## config.mk

```make
export PLATFORM = sky130hd
export DESIGN_NAME = rpc_scan
export DESIGN_NICKNAME = d
export VERILOG_FILES = /design/src/design/rpc_pkg.sv /design/src/design/rpc_scan.sv
export SDC_FILE = /design/constraint.sdc
export NUM_CORES = 1
export LEC_CHECK = 0
export BUFFER_PORTS_ARGS = -buffer_cell sky130_fd_sc_hd__buf_2
export CAP_MARGIN = 20
export CORE_UTILIZATION = 53
export CTS_BUF_LIST = sky130_fd_sc_hd__clkbuf_4 sky130_fd_sc_hd__clkbuf_8
export DETAILED_ROUTE_END_ITERATION = 8
export PLACE_DENSITY = 0.77
export REMOVE_ABC_BUFFERS = 1
export SLEW_MARGIN = 0
export SYNTH_ARGS = -nofsm -noshare
export SYNTH_HDL_FRONTEND = slang
export SYNTH_SLANG_ARGS = --single-unit
```

## constraint.sdc

```tcl
create_clock -name clk -period 2 [get_ports clk]
set_input_delay 0.5 -clock clk [delete_from_list [all_inputs] [get_ports clk]]
set_output_delay 0.5 -clock clk [all_outputs]
set_load 0.02 [all_outputs]
```

## src/design/rpc_pkg.sv

```systemverilog
`default_nettype none

package rpc_pkg;

  // Deepest folder level tracked; the depth counter saturates here
  localparam int MAX_DEPTH = 255;
  localparam int DEPTH_W   = $clog2(MAX_DEPTH + 1);

  typedef logic [7:0]         path_byte_t;
  typedef logic [1:0]         verdict_t;
  typedef logic [DEPTH_W-1:0] depth_t;

  // Character codes
  localparam path_byte_t CH_NUL   = 8'h00;
  localparam path_byte_t CH_TAB   = 8'h09;
  localparam path_byte_t CH_CR    = 8'h0D;
  localparam path_byte_t CH_SPACE = 8'h20;
  localparam path_byte_t CH_DOT   = 8'h2E;
  localparam path_byte_t CH_SLASH = 8'h2F;
  localparam path_byte_t CH_COLON = 8'h3A;
  localparam path_byte_t CH_BSL   = 8'h5C;

  // Verdict codes
  localparam verdict_t VERDICT_OK       = 2'd0;
  localparam verdict_t VERDICT_BLANK    = 2'd1;
  localparam verdict_t VERDICT_ABSOLUTE = 2'd2;
  localparam verdict_t VERDICT_ESCAPE   = 2'd3;

  // Kind of the segment being read
  typedef enum logic [1:0] {
    SEG_EMPTY  = 2'd0,
    SEG_DOT    = 2'd1,
    SEG_DOTDOT = 2'd2,
    SEG_OTHER  = 2'd3
  } seg_kind_t;

  // Held input stage, as seen by the scanner
  typedef struct packed {
    logic       valid;
    path_byte_t path_byte;
  } stage_t;

endpackage

`default_nettype wire

```

## src/design/rpc_scan.sv

```systemverilog
`default_nettype none

module rpc_scan (
  input  wire                 clk,
  input  wire                 rst_n,
  input  rpc_pkg::path_byte_t path_byte,
  input  wire                 advance,
  output logic                is_term,
  output rpc_pkg::verdict_t   verdict
);

  logic                at_start_r,  at_start_nxt;
  logic                nonblank_r,  nonblank_nxt;
  logic                absolute_r,  absolute_nxt;
  logic                escape_r,    escape_nxt;
  rpc_pkg::depth_t     depth_r,     depth_nxt;
  rpc_pkg::seg_kind_t  seg_r,       seg_nxt;

  rpc_pkg::path_byte_t b;
  logic                is_slash, is_dot, is_colon, is_blank;
  rpc_pkg::depth_t     depth_closed;
  logic                escape_closed;

  assign b        = path_byte;
  assign is_term  = (b == rpc_pkg::CH_NUL);
  assign is_slash = (b == rpc_pkg::CH_SLASH) || (b == rpc_pkg::CH_BSL);
  assign is_dot   = (b == rpc_pkg::CH_DOT);
  assign is_colon = (b == rpc_pkg::CH_COLON);
  assign is_blank = (b == rpc_pkg::CH_SPACE) ||
                    ((b >= rpc_pkg::CH_TAB) && (b <= rpc_pkg::CH_CR));

  // Close the current segment: climb on dot-dot, descend on a name
  always_comb begin
    depth_closed  = depth_r;
    escape_closed = escape_r;
    case (seg_r)
      rpc_pkg::SEG_DOTDOT: begin
        if (depth_r == '0) begin
          escape_closed = 1'b1;
        end else begin
          depth_closed = depth_r - rpc_pkg::DEPTH_W'(1);
        end
      end
      rpc_pkg::SEG_OTHER: begin
        if (depth_r < rpc_pkg::DEPTH_W'(rpc_pkg::MAX_DEPTH)) begin
          depth_closed = depth_r + rpc_pkg::DEPTH_W'(1);
        end
      end
      default: begin
      end
    endcase
  end

  // Verdict for a terminator, by precedence
  always_comb begin
    if (!nonblank_r) begin
      verdict = rpc_pkg::VERDICT_BLANK;
    end else if (absolute_r) begin
      verdict = rpc_pkg::VERDICT_ABSOLUTE;
    end else if (escape_closed) begin
      verdict = rpc_pkg::VERDICT_ESCAPE;
    end else begin
      verdict = rpc_pkg::VERDICT_OK;
    end
  end

  // Advance the path state by one byte; a terminator clears it all
  always_comb begin
    at_start_nxt = at_start_r;
    nonblank_nxt = nonblank_r;
    absolute_nxt = absolute_r;
    escape_nxt   = escape_r;
    depth_nxt    = depth_r;
    seg_nxt      = seg_r;
    if (advance) begin
      if (is_term) begin
        at_start_nxt = 1'b1;
        nonblank_nxt = 1'b0;
        absolute_nxt = 1'b0;
        escape_nxt   = 1'b0;
        depth_nxt    = '0;
        seg_nxt      = rpc_pkg::SEG_EMPTY;
      end else begin
        at_start_nxt = 1'b0;
        nonblank_nxt = nonblank_r | ~is_blank;
        absolute_nxt = absolute_r | is_colon | (at_start_r & is_slash);
        if (is_slash) begin
          depth_nxt  = depth_closed;
          escape_nxt = escape_closed;
          seg_nxt    = rpc_pkg::SEG_EMPTY;
        end else if (is_dot) begin
          case (seg_r)
            rpc_pkg::SEG_EMPTY: seg_nxt = rpc_pkg::SEG_DOT;
            rpc_pkg::SEG_DOT:   seg_nxt = rpc_pkg::SEG_DOTDOT;
            default:            seg_nxt = rpc_pkg::SEG_OTHER;
          endcase
        end else begin
          seg_nxt = rpc_pkg::SEG_OTHER;
        end
      end
    end
  end

  always_ff @(posedge clk) begin
    if (!rst_n) begin
      at_start_r <= 1'b1;
      nonblank_r <= 1'b0;
      absolute_r <= 1'b0;
      escape_r   <= 1'b0;
      depth_r    <= '0;
      seg_r      <= rpc_pkg::SEG_EMPTY;
    end else begin
      at_start_r <= at_start_nxt;
      nonblank_r <= nonblank_nxt;
      absolute_r <= absolute_nxt;
      escape_r   <= escape_nxt;
      depth_r    <= depth_nxt;
      seg_r      <= seg_nxt;
    end
  end

endmodule

`default_nettype wire

```

==> impl_metrics.py, run 1 <==
metrics = {
    "sta": {
        "min_period_over_period": 1.11,
        "grt_setup_unrepaired": "true",
        "timing.final.ws_setup_ps": -223,
        "tightestPinTransition_ps": 544,
        "min_period_ps": 2220,
        "max_freq_ghz": 0.450,
        "slew_headroom": 0.632,
        "finalSetupViolCount": 4,
        "drv_slew": 0,
        "clock_skew_ps": 4.94,
        "hold_viol": 0,
    },
    "pwr": {
        "internal-power_uw": 457,
        "peakVddDrop_mv": 0.467,
        "pwr-share-comb": 0.215,
        "seq_power_share": 0.456,
        "power.leakage_uw": 0.000631,
        "sw_frac_of_total": 0.282,
        "power_density_nw_per_um2": 418,
        "p_switching_uw": 180,
        "pwr-share-clk": 0.330,
    },
    "routing": {
        "wl_met3_um": 373,
        "route.detailed.drc": 0,
        "drt_iter0_drc": 58,
        "postRouteAntennaNets": 0,
        "via_per_inst": 6.74,
        "drt_first_pass_iters": 5,
        "wl_per_cell_um": 20.0,
        "dr_wl_met2_um": 1880,
        "topRoutingLayerUsed": "met4",
        "routed_wirelength_um": 3890,
        "vias": 1307,
        "wl_met1_um": 1380,
    },
    "floorplan": {
        "num_io_pins": 14,
        "die_width_um": 45.9,
        "start_util": 0.580,
        "die_area_um2": 2110,
        "die_h_um": 45.9,
        "fp-row-count": 15,
        "core_um2": 1760,
    },
    "placement": {
        "place_hpwl_um": 2240,
        "dp_cells": 185,
        "place_ws_ps": -160,
        "place_area_um2": 1270,
        "io_buffers": 13,
        "gp_congestion": 0.919,
    },
    "run_status": {
        "violations": "setup timing",
        "outcome": "finished with violations",
    },
    "clocking": {
        "cts_sinks": 14,
        "h-tree-depth": 1,
        "clk_pin_slew_worst_paths_ps": 90,
        "cts_made_buffers": 3,
        "cts-root-buf": "clkbuf_4",
        "cts_tree": "yes",
        "ctsHoldBuffers": 0,
        "cts.path.max_buffers": 2,
        "clk_latency_ps": 290,
    },
    "global_route": {
        "gr-usage-all-layers": 0.381,
        "first_global_vias": 1210,
        "grt_max_degree": 12,
        "antenna_found_initial": 0,
        "grt_pass1_wl_um": 5620,
        "grt-ovfl-total": 0,
    },
    "setup_path": {
        "arrival_ps": 2440,
        "start_kind": "flip-flop",
        "critPathBufInv": 0,
        "critical_path.max_fanout": 6,
        "crit_type": "flip-flop to flip-flop",
        "slowest_delay_ps": 420,
        "crit_family": "compound AO/OA/AOI/OAI gates",
        "required_ps": 2220,
        "cpMaxStageDelayCell": "o41ai_2",
        "endpoint_kind": "flip-flop",
        "crit_path_cell_trace": "nand2_8 > ha_4 > nand2_1 > a31oi_4 > o41ai_2 > xnor2_1 > or4_1 > a31oi_1",
    },
    "logic_synthesis": {
        "syn_area_um2": 1020,
        "syn-mean-instance-area_um2": 8.06,
        "ys_seq_area_frac": 0.274,
        "syn_inst": 127,
        "ys.flop_type": "dfxtp_1",
        "ys_warn_count": 0,
        "async_flop_share": 0,
        "synth_cell_types": 43,
        "synth_enable_flop_cells": 0,
        "ys_ff_latch": 14,
    },
    "final_layout": {
        "insertedDiodeCount": 0,
        "final_common_cell": "buf_4",
        "fin_nets": 189,
        "syn_to_final_growth_pct": 48.7,
        "fillerInstances": 108,
        "fin_cells": 194,
        "final_cell_mix": "buf_4, nor2_1, nand3_1, buf_2, inv_1",
        "fin_area_um2": 1520,
        "drive_above_1_share": 0.432,
    },
    "min_path": {
        "min_path_type": "flip-flop to flip-flop",
    },
    "run": {
        "maxCapViolCount": 0,
    },
}
[sequential cells by signal, indices dropped and copies added (netlist names)]
signal / cells
escape_r: 1
seg_r: 2
depth_r: 8
at_start_r: 1
absolute_r: 1
nonblank_r: 1
[cell type report]
| cell class | count | area (um^2) | share of cell area |
|---|---|---|---|
| Clock buffer | 4 | 36.3 | 0.0238 |
| Inverter | 8 | 30.0 | 0.0197 |
| Multi-Input combinational cell | 103 | 847 | 0.557 |
| Sequential cell | 14 | 297 | 0.195 |
| Tap cell | 25 | 31.3 | 0.0206 |
| Timing Repair Buffer | 40 | 280 | 0.184 |
[cells in the mapped netlist, drive strengths merged, types with 2 or more instances]
cell type  number  share of area
inv             8          0.029
o41ai           5          0.050
o21ai           9          0.044
and3            2          0.012
xor2            2          0.017
a31oi           2          0.012
dfxtp          14           0.27
nor2           14          0.051
a21o            2          0.015
o31ai           3          0.022
and4bb          2          0.024
nand2b          3          0.018
ha              7          0.086
nand2           8          0.032
xnor2           3          0.026
nand3          12          0.059
a21oi           6          0.029
nor3            5          0.029
[routing by layer]
| metal | track usage | vias to the layer above |
|---|---|---|
| met1 | 0.462 | 614 |
| li1 | - | 562 |
| met4 | 0.106 | 0 |
| met5 | 0 | - |
| met2 | 0.634 | 91 |
| met3 | 0.131 | 40 |
[kinds of logic after synthesis]
kind of cell               Yosys count  synth area share
AOI/OAI and AO/OA                   35             0.238
buffers and inverters               10            0.0403
DFF                                 14             0.274
and+or+nand+nor                     55             0.300
adders and majority gates            8             0.105
xor gates and xnor gates             5            0.0428
[stage by stage]
step	setup TNS, ps	hold WS, ps	util	power, uW
finish	-401	475	0.862	637
CTS	-130	474	0.834	622
global placement	-73.8	441	0.722	396
detailed placement	-214	453	0.722	402
floorplan	-139	430	-	346
global route	-744	504	0.862	659
[worst register-to-register path: cells and delay by family (launching register included)]
family	cells	cell delay [ps]
adder cells (fa/ha/maj)	1	260
AO/OA/AOI/OAI	3	730
flip-flops	1	380
AND/OR/NAND/NOR	3	640
XOR/XNOR	1	140
[worst paths after layout]
| kind | depth (start not counted) | slack (ps) | end | from |
|---|---|---|---|---|
| setup / recovery | 8 | -220 | depth_r[7] | seg_r[0] |
| hold / removal | 1 | 470 | at_start_r | at_start_r |
| hold reg to reg | 1 | 470 | at_start_r | at_start_r |
| setup reg to reg | 8 | -220 | depth_r[7] | seg_r[0] |
[what timing repair did]
item / CTS / global route
gates resized for setup: 27 / 10
pin swaps: 10 / 9
endpoints found under the setup margin: 4 / 8
setup buffers: 4 / 2
[power groups by stage]
stage                     clock network (uW)  registers (uW)  logic (uW)
after detailed placement                   0             295         107
after CTS                                210             289         123
final                                    210             290         137
after floorplan                            0             295        50.6
after global placement                     0             295         101
after global routing                     223             291         145
(Power assumes the default switching activity.)
==> run 2, diff against run 1 <==
CORE_UTILIZATION = 50   (was 53)
PLACE_DENSITY = 0.74   (was 0.77)
==> run 2 against run 1 <==
Compared with the run above: critical path depth decreased by 3; combinational power about the same; critical path type is now flip-flop to primary output; the flow still finishes with violations (setup timing); critical endpoint is now verdict[1]; global-route usage decreased by 6.1 points; clock-buffer cell count unchanged; largest power group unchanged.
==> impl_metrics.py, run 2 (same netlist as run 1, synthesis figures left out) <==
metrics = {
    "clocking": {
        "cts_tree": "yes",
        "clk_pin_slew_worst_paths_ps": 90,
        "clk_latency_ps": 290,
        "cts_made_buffers": 3,
        "cts_sinks": 14,
        "h-tree-depth": 1,
        "cts.path.max_buffers": 2,
        "cts-root-buf": "clkbuf_4",
        "ctsHoldBuffers": 0,
    },
    "routing": {
        "postRouteAntennaNets": 0,
        "vias": 1282,
        "drt_iter0_drc": 58,
        "wl_per_cell_um": 18.3,
        "routed_wirelength_um": 3590,
        "via_per_inst": 6.54,
        "route.detailed.drc": 0,
        "drt_first_pass_iters": 5,
    },
    "sta": {
        "grt_setup_unrepaired": "true",
        "hold_viol": 0,
        "whs_ps": 487,
        "slew_headroom": 0.710,
        "tightestPinTransition_ps": 430,
        "final.setup.tns_ps": -240,
        "max_freq_ghz": 0.474,
        "clock_skew_ps": 1.44,
        "timing.final.ws_setup_ps": -108,
        "min_period_over_period": 1.05,
        "min_period_ps": 2110,
        "finalSetupViolCount": 3,
        "drv_slew": 0,
    },
    "final_layout": {
        "fin_nets": 189,
        "fin_area_um2": 1550,
        "insertedDiodeCount": 0,
        "syn_to_final_growth_pct": 51.8,
        "final_util": 0.800,
        "drive_above_1_share": 0.456,
        "final_common_cell": "buf_4",
        "final_cell_mix": "buf_4, nor2_1, nand3_1, buf_2",
        "largest_reg_flops": 8,
        "largestRegisters": "depth_r: 8 flops, seg_r: 2 flops",
        "largest_register": "depth_r",
    },
    "run_status": {
        "outcome": "finished with violations",
        "violations": "setup timing",
    },
    "setup_path": {
        "arrival_ps": 1610,
        "crit_family": "simple AND/OR/NAND/NOR gates",
        "crit_path_cell_trace": "nor4_4 > and4_4 > a21o_1 > o21a_1 > buf_6",
        "start_kind": "flip-flop",
        "endpoint_kind": "primary output",
        "critPathBufInv": 1,
        "required_ps": 1500,
        "reg2reg_depth": 8,
        "cpMaxStageDelayCell": "dfxtp_4",
        "reg2reg_from": "seg_r[1]",
        "r2r_end": "depth_r[7]",
        "slowest_delay_ps": 370,
        "crit_type": "flip-flop to primary output",
        "critical_path.max_fanout": 4,
        "reg2reg_slack_ps": -80,
    },
    "global_route": {
        "antenna_found_initial": 0,
        "grt-ovfl-total": 0,
        "grt_max_degree": 12,
        "gr-usage-all-layers": 0.321,
        "first_global_vias": 1062,
        "grt_pass1_wl_um": 4860,
    },
    "placement": {
        "place_area_um2": 1250,
        "place_hpwl_um": 2030,
        "io_buffers": 13,
        "gp_congestion": 0.899,
    },
    "floorplan": {
        "die_h_um": 47.2,
        "num_io_pins": 14,
        "die_area_um2": 2230,
        "start_util": 0.527,
        "die_width_um": 47.2,
        "core_um2": 1940,
        "fp-row-count": 16,
    },
    "min_path": {
        "holdPathStages": 1,
        "min_path_type": "flip-flop to flip-flop",
        "hold_path_end": "at_start_r",
        "min_from": "at_start_r",
    },
    "pwr": {
        "power_density_nw_per_um2": 408,
        "power_uw": 634,
        "peakVddDrop_mv": 0.431,
        "power.leakage_uw": 0.000648,
    },
    "run": {
        "maxCapViolCount": 0,
    },
}
[run 2: cell counts in the layout (fill, tap and decap cells not counted)]
Identical to the previous run, type by type.
[run 2: per-stage QoR]
| step | setup WS (ps) | cells |
|---|---|---|
| detailed placement | -168 | 183 |
| CTS | -55.5 | 191 |
| global placement | -54.6 | 183 |
| global route | -193 | 196 |
| floorplan | -139 | 125 |
| finish | -108 | 196 |
[run 2: what timing repair did]
| item | CTS | global route |
|---|---|---|
| endpoints found under the setup margin | 4 | 11 |
| setup buffers | 4 | 6 |
| pin swaps | 11 | 2 |
| gates resized for setup | 25 | 18 |
[run 2: how the worst max path moves through the flow]
stage,start,to,slack [ps],cells after the start
finish,depth_r[5],verdict[1],-110,5
global route,depth_r[5],verdict[1],-190,5
CTS,depth_r[5],verdict[1],-60,5
detailed placement,seg_r[0],depth_r[7],-170,8
global placement,seg_r[0],depth_r[7],-50,8
floorplan,seg_r[1],depth_r[7],-140,8
[run 2: report_power, final]
part           leakage [uW]  internal (uW)  total [uW]  switching, uW
Sequential         0.000118            282         289           7.65
Clock             0.0000210            111         210           98.7
Combinational      0.000509           63.8         135           70.8
[run 2: worst register-to-register path, delay by kind of cell, from the launching register on]
kind                       cells  cell delay, ps
adders and majority gates      1             270
DFF                            1             390
AOI/OAI and AO/OA              4             690
xor gates and xnor gates       1             130
and+or+nand+nor                2             530
[run 2: final cells by class]
cell class | count | area, um^2
Inverter | 8 | 30.0
Sequential cell | 14 | 299
Timing Repair Buffer | 40 | 277
Multi-Input combinational cell | 103 | 878
Fill cell | 139 | 388
Tap cell | 27 | 33.8
Clock buffer | 4 | 36.3
[run 2: layer usage]
layer  vias up  wire, um  track usage  part of all wire
met5         -         0            0                 0
met4         0       135        0.120             0.038
met3        20       367       0.0962              0.10
met2       103      1750        0.537              0.49
met1       592      1340        0.383              0.37
li1        567         -            -                 -
